===== src/rtl/uvfa_pkg.sv =====
// Shared constants, types and the arctangent table for the angle-to-unit-vector block.
// No dependencies; every other file in rtl/ imports this package.
package uvfa_pkg;

  // Pipeline depth and output format
  localparam int ITERATIONS    = 16;
  localparam int OUT_FRAC_BITS = 14;
  localparam int MAX_STAGES    = 24;
  localparam int NUM_STAGES    = (ITERATIONS < MAX_STAGES) ? ITERATIONS : MAX_STAGES;

  // Field widths
  localparam int ANG_W   = 16;
  localparam int OUT_W   = 16;
  localparam int RED_W   = ANG_W + 1;

  // Datapath formats: x/y carry 32 fraction bits; z counts 2^-24 degree
  localparam int XY_FRAC = 32;
  localparam int XY_W    = XY_FRAC + 2;
  localparam int Z_W     = 32;
  localparam int ANG_TO_Z_SH = 18;

  // Output rounding
  localparam int RND_SH  = XY_FRAC - OUT_FRAC_BITS;
  localparam int RND_W   = XY_W + 1 - RND_SH;
  localparam int EXT_W   = (RND_W > OUT_W) ? RND_W : OUT_W;

  // Angle constants in 1/64 degree
  localparam logic signed [RED_W-1:0] DEG360 = RED_W'(23040);
  localparam logic signed [RED_W-1:0] DEG180 = RED_W'(11520);
  localparam logic signed [RED_W-1:0] DEG90  = RED_W'(5760);

  // Start value: CORDIC limit gain, 0.60725293500888 * 2^32
  localparam longint K_START_L = 64'sd2608131496;
  localparam logic signed [XY_W-1:0] K_START = XY_W'(K_START_L);

  // atan(2^-i) in units of 1e-10 degree; scaled to 2^-24 degree per stage
  localparam longint ATAN_SRC [MAX_STAGES] = '{
    64'sd450000000000, 64'sd265650511771, 64'sd140362434679,
    64'sd71250163489,  64'sd35763343750,  64'sd17899106082,
    64'sd8951737102,   64'sd4476141709,   64'sd2238105004,
    64'sd1119056771,   64'sd559528919,    64'sd279764526,
    64'sd139882271,    64'sd69941137,     64'sd34970569,
    64'sd17485284,     64'sd8742642,      64'sd4371321,
    64'sd2185661,      64'sd1092830,      64'sd546415,
    64'sd273208,       64'sd136604,       64'sd68302
  };
  localparam longint Z_SCALE = 64'sd16777216;
  localparam longint SRC_HALF = 64'sd5000000000;
  localparam longint SRC_UNIT = 64'sd10000000000;

  // One word in flight through the rotation stages
  typedef struct packed {
    logic signed [XY_W-1:0] x;
    logic signed [XY_W-1:0] y;
    logic signed [Z_W-1:0]  z;
    logic                   neg;
  } cordic_t;

endpackage


===== src/rtl/unit_vector_from_angle_unit.sv =====
// Angle to unit vector: cosine and sine of an angle in 1/64 degree, as Q1.14.
// Takes one word per cycle unless output back-pressure has filled the stages. Each word
// passes a register of angle reduction and folding, one register per CORDIC iteration
// and a register of rounding and clamping. Every stage has its own valid bit and ready
// term, so a stalled output only holds the words behind it and empty stages keep
// filling. Depends on uvfa_pkg, uvfa_reduce, uvfa_cordic and uvfa_round.
module unit_vector_from_angle_unit
  import uvfa_pkg::*;
(
  input  logic                 clk,
  input  logic                 rst,
  input  logic                 s_axis_tvalid,
  output logic                 s_axis_tready,
  input  logic [ANG_W-1:0]     s_axis_tdata,   // [15:0] angle_deg
  output logic                 m_axis_tvalid,
  input  logic                 m_axis_tready,
  output logic [2*OUT_W-1:0]   m_axis_tdata    // [15:0] cos_out, [31:16] sin_out
);

  logic             red_valid;
  logic             red_ready;
  cordic_t          red_data;
  logic             cor_valid;
  logic             cor_ready;
  cordic_t          cor_data;
  logic [OUT_W-1:0] cos_out;
  logic [OUT_W-1:0] sin_out;

  uvfa_reduce u_reduce (
    .clk       (clk),
    .rst       (rst),
    .in_valid  (s_axis_tvalid),
    .in_ready  (s_axis_tready),
    .angle_deg (s_axis_tdata),
    .out_valid (red_valid),
    .out_ready (red_ready),
    .out_data  (red_data)
  );

  uvfa_cordic u_cordic (
    .clk       (clk),
    .rst       (rst),
    .in_valid  (red_valid),
    .in_ready  (red_ready),
    .in_data   (red_data),
    .out_valid (cor_valid),
    .out_ready (cor_ready),
    .out_data  (cor_data)
  );

  uvfa_round u_round (
    .clk       (clk),
    .rst       (rst),
    .in_valid  (cor_valid),
    .in_ready  (cor_ready),
    .in_data   (cor_data),
    .out_valid (m_axis_tvalid),
    .out_ready (m_axis_tready),
    .cos_out   (cos_out),
    .sin_out   (sin_out)
  );

  assign m_axis_tdata = {sin_out, cos_out};

endmodule


===== src/rtl/uvfa_reduce.sv =====
// Input stage: reduces the angle into -180..180 degrees, folds it into -90..90
// and loads the CORDIC start vector. Depends on uvfa_pkg.
module uvfa_reduce
  import uvfa_pkg::*;
(
  input  logic             clk,
  input  logic             rst,
  input  logic             in_valid,
  output logic             in_ready,
  input  logic [ANG_W-1:0] angle_deg,
  output logic             out_valid,
  input  logic             out_ready,
  output cordic_t          out_data
);

  logic                      en;
  logic signed [RED_W-1:0]   a_ext;
  logic signed [RED_W-1:0]   a_red;
  logic signed [RED_W-1:0]   a_fold;
  logic                      fold_neg;
  logic signed [Z_W-1:0]     z_start;
  cordic_t                   data_next;

  assign en       = !out_valid || out_ready;
  assign in_ready = en;

  always_comb begin
    a_ext = $signed({angle_deg[ANG_W-1], angle_deg});
    if (a_ext > DEG180) begin
      a_red = a_ext - DEG360;
    end else if (a_ext < -DEG180) begin
      a_red = a_ext + DEG360;
    end else begin
      a_red = a_ext;
    end
    // Fold the left half plane over; both outputs flip sign at the end
    if (a_red > DEG90) begin
      a_fold   = a_red - DEG180;
      fold_neg = 1'b1;
    end else if (a_red < -DEG90) begin
      a_fold   = a_red + DEG180;
      fold_neg = 1'b1;
    end else begin
      a_fold   = a_red;
      fold_neg = 1'b0;
    end
    z_start = $signed({{(Z_W-RED_W){a_fold[RED_W-1]}}, a_fold}) <<< ANG_TO_Z_SH;
    data_next.x   = K_START;
    data_next.y   = '0;
    data_next.z   = z_start;
    data_next.neg = fold_neg;
  end

  always_ff @(posedge clk) begin
    if (rst) begin
      out_valid <= 1'b0;
    end else if (en) begin
      out_valid <= in_valid;
    end
  end

  always_ff @(posedge clk) begin
    if (en && in_valid) begin
      out_data <= data_next;
    end
  end

endmodule


===== src/rtl/uvfa_cordic.sv =====
// Unrolled rotation-mode CORDIC, one register stage per iteration, with a
// per-stage ready chain so bubbles close up under backpressure. Depends on uvfa_pkg.
module uvfa_cordic
  import uvfa_pkg::*;
(
  input  logic    clk,
  input  logic    rst,
  input  logic    in_valid,
  output logic    in_ready,
  input  cordic_t in_data,
  output logic    out_valid,
  input  logic    out_ready,
  output cordic_t out_data
);

  logic    [NUM_STAGES-1:0] vld;
  logic    [NUM_STAGES-1:0] en;
  cordic_t                  st [NUM_STAGES];

  // A stage may load when it is empty or the one after it moves
  always_comb begin
    en[NUM_STAGES-1] = !vld[NUM_STAGES-1] || out_ready;
    for (int k = NUM_STAGES - 2; k >= 0; k--) begin
      en[k] = !vld[k] || en[k+1];
    end
  end

  assign in_ready  = en[0];
  assign out_valid = vld[NUM_STAGES-1];
  assign out_data  = st[NUM_STAGES-1];

  for (genvar k = 0; k < NUM_STAGES; k++) begin : g_stage
    localparam longint ATAN_L = (ATAN_SRC[k] * Z_SCALE + SRC_HALF) / SRC_UNIT;
    localparam logic signed [Z_W-1:0] ATAN_K = Z_W'(ATAN_L);

    cordic_t                src;
    logic                   src_valid;
    cordic_t                nxt;
    logic signed [XY_W-1:0] dx;
    logic signed [XY_W-1:0] dy;

    if (k == 0) begin : g_first
      assign src       = in_data;
      assign src_valid = in_valid;
    end else begin : g_rest
      assign src       = st[k-1];
      assign src_valid = vld[k-1];
    end

    always_comb begin
      dx = $signed(src.y) >>> k;
      dy = $signed(src.x) >>> k;
      nxt.neg = src.neg;
      // Rotate toward zero residual angle
      if (!src.z[Z_W-1]) begin
        nxt.x = src.x - dx;
        nxt.y = src.y + dy;
        nxt.z = src.z - ATAN_K;
      end else begin
        nxt.x = src.x + dx;
        nxt.y = src.y - dy;
        nxt.z = src.z + ATAN_K;
      end
    end

    always_ff @(posedge clk) begin
      if (rst) begin
        vld[k] <= 1'b0;
      end else if (en[k]) begin
        vld[k] <= src_valid;
      end
    end

    always_ff @(posedge clk) begin
      if (en[k] && src_valid) begin
        st[k] <= nxt;
      end
    end
  end

endmodule


===== src/rtl/uvfa_round.sv =====
// Output stage: undoes the half-plane fold, rounds x and y to the output format,
// clamps to plus or minus one and holds the result word. Depends on uvfa_pkg.
module uvfa_round
  import uvfa_pkg::*;
(
  input  logic             clk,
  input  logic             rst,
  input  logic             in_valid,
  output logic             in_ready,
  input  cordic_t          in_data,
  output logic             out_valid,
  input  logic             out_ready,
  output logic [OUT_W-1:0] cos_out,
  output logic [OUT_W-1:0] sin_out
);

  localparam logic signed [XY_W:0]    HALF = (XY_W + 1)'(1) << (RND_SH - 1);
  localparam logic signed [RND_W-1:0] ONE  = RND_W'(1) << OUT_FRAC_BITS;

  logic             en;
  logic [OUT_W-1:0] cos_next;
  logic [OUT_W-1:0] sin_next;

  function automatic logic [OUT_W-1:0] finish(logic signed [XY_W-1:0] v);
    logic signed [XY_W:0]    sum;
    logic signed [RND_W-1:0] r;
    logic signed [EXT_W-1:0] r_ext;
    sum = $signed({v[XY_W-1], v}) + HALF;
    r   = $signed(sum[XY_W:RND_SH]);
    if (r > ONE) begin
      r = ONE;
    end else if (r < -ONE) begin
      r = -ONE;
    end
    r_ext = EXT_W'(r);
    return r_ext[OUT_W-1:0];
  endfunction

  assign en       = !out_valid || out_ready;
  assign in_ready = en;

  always_comb begin
    if (in_data.neg) begin
      cos_next = finish(-in_data.x);
      sin_next = finish(-in_data.y);
    end else begin
      cos_next = finish(in_data.x);
      sin_next = finish(in_data.y);
    end
  end

  always_ff @(posedge clk) begin
    if (rst) begin
      out_valid <= 1'b0;
    end else if (en) begin
      out_valid <= in_valid;
    end
  end

  always_ff @(posedge clk) begin
    if (en && in_valid) begin
      cos_out <= cos_next;
      sin_out <= sin_next;
    end
  end

endmodule


===== config.mk =====
export PLATFORM = sky130hd
export DESIGN_NAME = unit_vector_from_angle_unit
export DESIGN_NICKNAME = d
export VERILOG_FILES = /design/src/rtl/uvfa_pkg.sv /design/src/rtl/unit_vector_from_angle_unit.sv /design/src/rtl/uvfa_reduce.sv /design/src/rtl/uvfa_cordic.sv /design/src/rtl/uvfa_round.sv
export SDC_FILE = /design/constraint.sdc
export NUM_CORES = 2
export LEC_CHECK = 0
export BUFFER_PORTS_ARGS = -buffer_cell sky130_fd_sc_hd__buf_2
export CORE_MARGIN = 2
export CORE_UTILIZATION = 60
export CTS_CLUSTER_DIAMETER = 80
export CTS_CLUSTER_SIZE = 25
export DETAILED_ROUTE_END_ITERATION = 10
export PLACE_DENSITY = 0.77
export RECOVER_POWER = 100
export SLEW_MARGIN = 20
export SYNTH_ARGS = -nofsm -noshare
export SYNTH_HDL_FRONTEND = slang
export SYNTH_SLANG_ARGS = --single-unit

===== constraint.sdc =====
create_clock -name clk -period 12.7 [get_ports clk]
set_clock_uncertainty 0.15 [all_clocks]
set_input_delay 3.175 -clock clk [delete_from_list [all_inputs] [get_ports clk]]
set_output_delay 3.175 -clock clk [all_outputs]
set_load 0.005 [all_outputs]

==> results.md <==
- Worst stage delay on the critical path: 0.42 ns
- Buffers on Ports: 53
- Post-Layout Cell Count: between 15k and 20k
- Ratio of final minimum period to clock period: around 78%
- Hold path depth: 0
- PwrDens: 80.9 mW/mm^2
- Vias in the first global route: between 90k and 100k
- Top post-synthesis cells by area: edfxtp_1 36%, ha_1 14%, xnor2_1 8.9%, a21oi_1 5.4%, xor2_1 4.1%
- Max Cap Violations: 48
- Unrepaired setup endpoints after global routing: false
- Worst reg2reg path depth: 17
- Core ar.: a little over 0.2 mm^2
- Net count after synthesis: 14.2k
- Clk pin slew, worst setup/hold paths: about 0.09 ns
- Leading area contributor after synthesis: edfxtp_1
- Clock buffer count from CTS: 110
- # placed instances: 15.4k
- Ratio of cells with drive above 1 in the final layout: 3.30%
- Mapped cell area: roughly 0.12 mm^2
- Setup bufs post-CTS: 0
- Clock latency on the worst-skew pair: around 0.79 ns
- Seq cells post-synth: around 1.5k
- CTS tree: yes
- Initial antenna violation count: 1
- Drt drc: 0
- Total Routing Usage GR: a little under 30%
- CP cell instances: buf_2 > nor2b_1 > and3_1 > and3_1 > and2_0 > and3_1 > nand4_1 > nor2_1 > and3_1 > and3_1 > nand2_1 > buf_2
- Post-synth EDFFs: between 1k and 1.5k
- First-pass GRT wire length: 493 mm
- RR Endpoint: u_cordic.st[0][605]$_DFFE_PP_
- Clock buffer depth: 3
- Start point of the worst hold path: u_cordic.st[0][707]$_DFFE_PP_
- Syn Area/Cell: 9.58 um^2
- Detailed Routing Iterations Pass 1: 8
- Worst EP required: 9.38 ns
- Hold_ws: approximately 0.28 ns
- I/O pin total: 54
- CTS sink count: ~1.5k
- Final Net Count: 14.2k
- CP Class: in -> out
- Crit-path most repeated cell: and3_1
- Final Hold Vio Count: 0
- Die area: 0.208 mm^2
- GP Congestion: slightly above 1
- Vias per cell: ~6.3
- Syn-to-layout area delta: 5.83%
- Worst setup SP type: input port
- Async set-or-reset flop fraction in the synthesized netlist: 0%
- Worst slew pin tran: 4.14 ns
- R2R Setup Slk: 4.81 ns
- Final Slew Violations: 2494
- Die X: ~460 um
- Top cell type's share of synthesized area: between 30% and 40%
- Fin crit period: 9.93 ns
- Final setup violation count: 0
- Crit path max-delay cell type: and2_0
- Remaining antenna violation count: 0
- CP startpoint: m_axis_tready
- Top-count cell post-synth: edfxtp_1
- Filler Cells Inserted: approximately 16k
- Seq/Total Area, Yosys: between 30% and 40%
- F_max: between 100 and 150 MHz
- PnR Total Power: 10.5 mW
- Unique masters post-synth: roughly 110
- Initial Util: around three fifths
- Hold-fix buffers at CTS: 0
- Post-CTS sizing: 0
- Mapped Cells: roughly 13k
- Maximum vdd drop: ~110 uV
- Num rows: around 170
- Hold Path End: u_cordic.st[1][0]$_DFFE_PP_
- Rel. slew slack: -176%
- Initial DRC count: 7029
- Vias: 97.5k
- Hpwl dp: between 200 and 250 mm
- Synth cell count leaders: 1450 x edfxtp_1, 1354 x ha_1, 1326 x a21oi_1
- Die height: between 400 and 500 um
- Largest net degree at the start of global routing: 77
- CP endpoint kind: output pin
- GR Overflow Total: 0
- Status: finished with violations
- CP Max Fanout: 5
- WL final: about 310 mm
- Min-delay worst type: reg -> reg
- Critical path arrival: about 6.6 ns
- Leak pwr: 51.5 nW
- Setup TNS: 0 ns
- Avg WL per Cell: around 20 um
- # H-tree levels: 3
- Top FF cell, synth: edfxtp_1
- Failing checks: capacitance limit, slew limit
- YS warnings: 0
- Clk Tree Root Cell: clkbuf_16
- R2r startpoint: u_cordic.st[0][436]$_DFFE_PP_
[worst max path at each step]
stage,endpoint,depth (start not counted)
final,s_axis_tready,12
after global routing,s_axis_tready,12
after CTS,s_axis_tready,12
after detailed placement,s_axis_tready,12
after global placement,s_axis_tready,12
after floorplan,u_cordic.st[1][0]$_DFFE_PP_,6
[layout make-up]
class | count | area [um^2] | area share [%]
tap | 2672 | 3340 | 2.58
multi-input combinational | 10600 | 75900 | 58.5
clock inverter | 89 | 1200 | 0.926
antenna | 3 | 7.51 | 0.00579
inverter | 537 | 2020 | 1.55
sequential | 1468 | 43900 | 33.8
timing repair buffer | 118 | 502 | 0.387
clock buffer | 118 | 2850 | 2.19
[stage by stage]
step | utilization [%] | area [um^2] | worst slack (ns)
global route | 64.0 | 130000 | 2.57
floorplan | - | 123000 | 0.515
finish | 64.0 | 130000 | 2.77
global placement | 62.2 | 126000 | 2.55
detailed placement | 62.2 | 126000 | 2.59
CTS | 64.2 | 130000 | 2.60
[cells in the final DEF (no fill, tap or decap), types with 25 or more instances in the layout]
| master | n |
|---|---|
| o41ai_1 | 45 |
| edfxtp_1 | 1450 |
| and3_1 | 130 |
| ha_1 | 1354 |
| xor2_1 | 578 |
| mux2_2 | 43 |
| or4_1 | 38 |
| or2_2 | 52 |
| nand2b_1 | 168 |
| nand4_1 | 89 |
| o21bai_1 | 160 |
| nor3_1 | 375 |
| o211ai_1 | 48 |
| a211o_1 | 37 |
| o2111ai_1 | 25 |
| o21ai_0 | 568 |
| a21boi_0 | 41 |
| a31o_2 | 37 |
| clkbuf_16 | 112 |
| fa_1 | 44 |
| a31oi_1 | 150 |
| nor3b_1 | 35 |
| a21oi_1 | 1324 |
| and2_1 | 60 |
| nor4_1 | 105 |
| or3_1 | 115 |
| xnor2_1 | 1252 |
| clkbuf_1 | 93 |
| nand2_1 | 617 |
| nor2b_1 | 155 |
| nand3_1 | 250 |
| mux2i_1 | 71 |
| inv_1 | 534 |
| o21a_1 | 214 |
| and2_0 | 28 |
| nor2_1 | 1214 |
| a21o_1 | 557 |
| o31ai_1 | 76 |
| a211oi_1 | 116 |
[kinds of logic after synthesis]
kind of cell | count (synthesis) | synth area share, %
flip-flops | 1468 | 35.8
XOR/XNOR | 1831 | 13.1
AND/OR/NAND/NOR | 3559 | 14.2
multiplexers | 128 | 1.10
adder cells (fa/ha/maj) | 1398 | 14.5
AO/OA/AOI/OAI | 3677 | 19.0
buffers and inverters | 737 | 2.28
[worst max-delay path: cells and delay by family]
family	cells	cell delay (ns)
simple gates	10	3.18
buf+inv	2	0.23
[routing by layer]
layer	global-route usage, %	part of all wire, %	vias up
li1	-	-	47500
met1	31.5	38	46200
met2	54.1	51	2802
met3	2.96	4.0	928
met4	16.7	6.7	0
met5	0	0	-
[flip-flops by register name, indices dropped and copies added, names as in the netlist]
register	count
u_reduce.out_valid	1
u_cordic.out_valid	1
u_reduce.out_data	15
u_cordic.g_stage.src_valid	15
u_cordic.st	1403
u_round.sin_out	16
u_round.out_valid	1
u_round.cos_out	16
[where the power goes]
part | switching [mW] | internal (mW)
clock | 2.09 | 1.82
sequential | 0.0485 | 5.40
combinational | 0.657 | 0.490
Power figures use the tool's default switching activity.
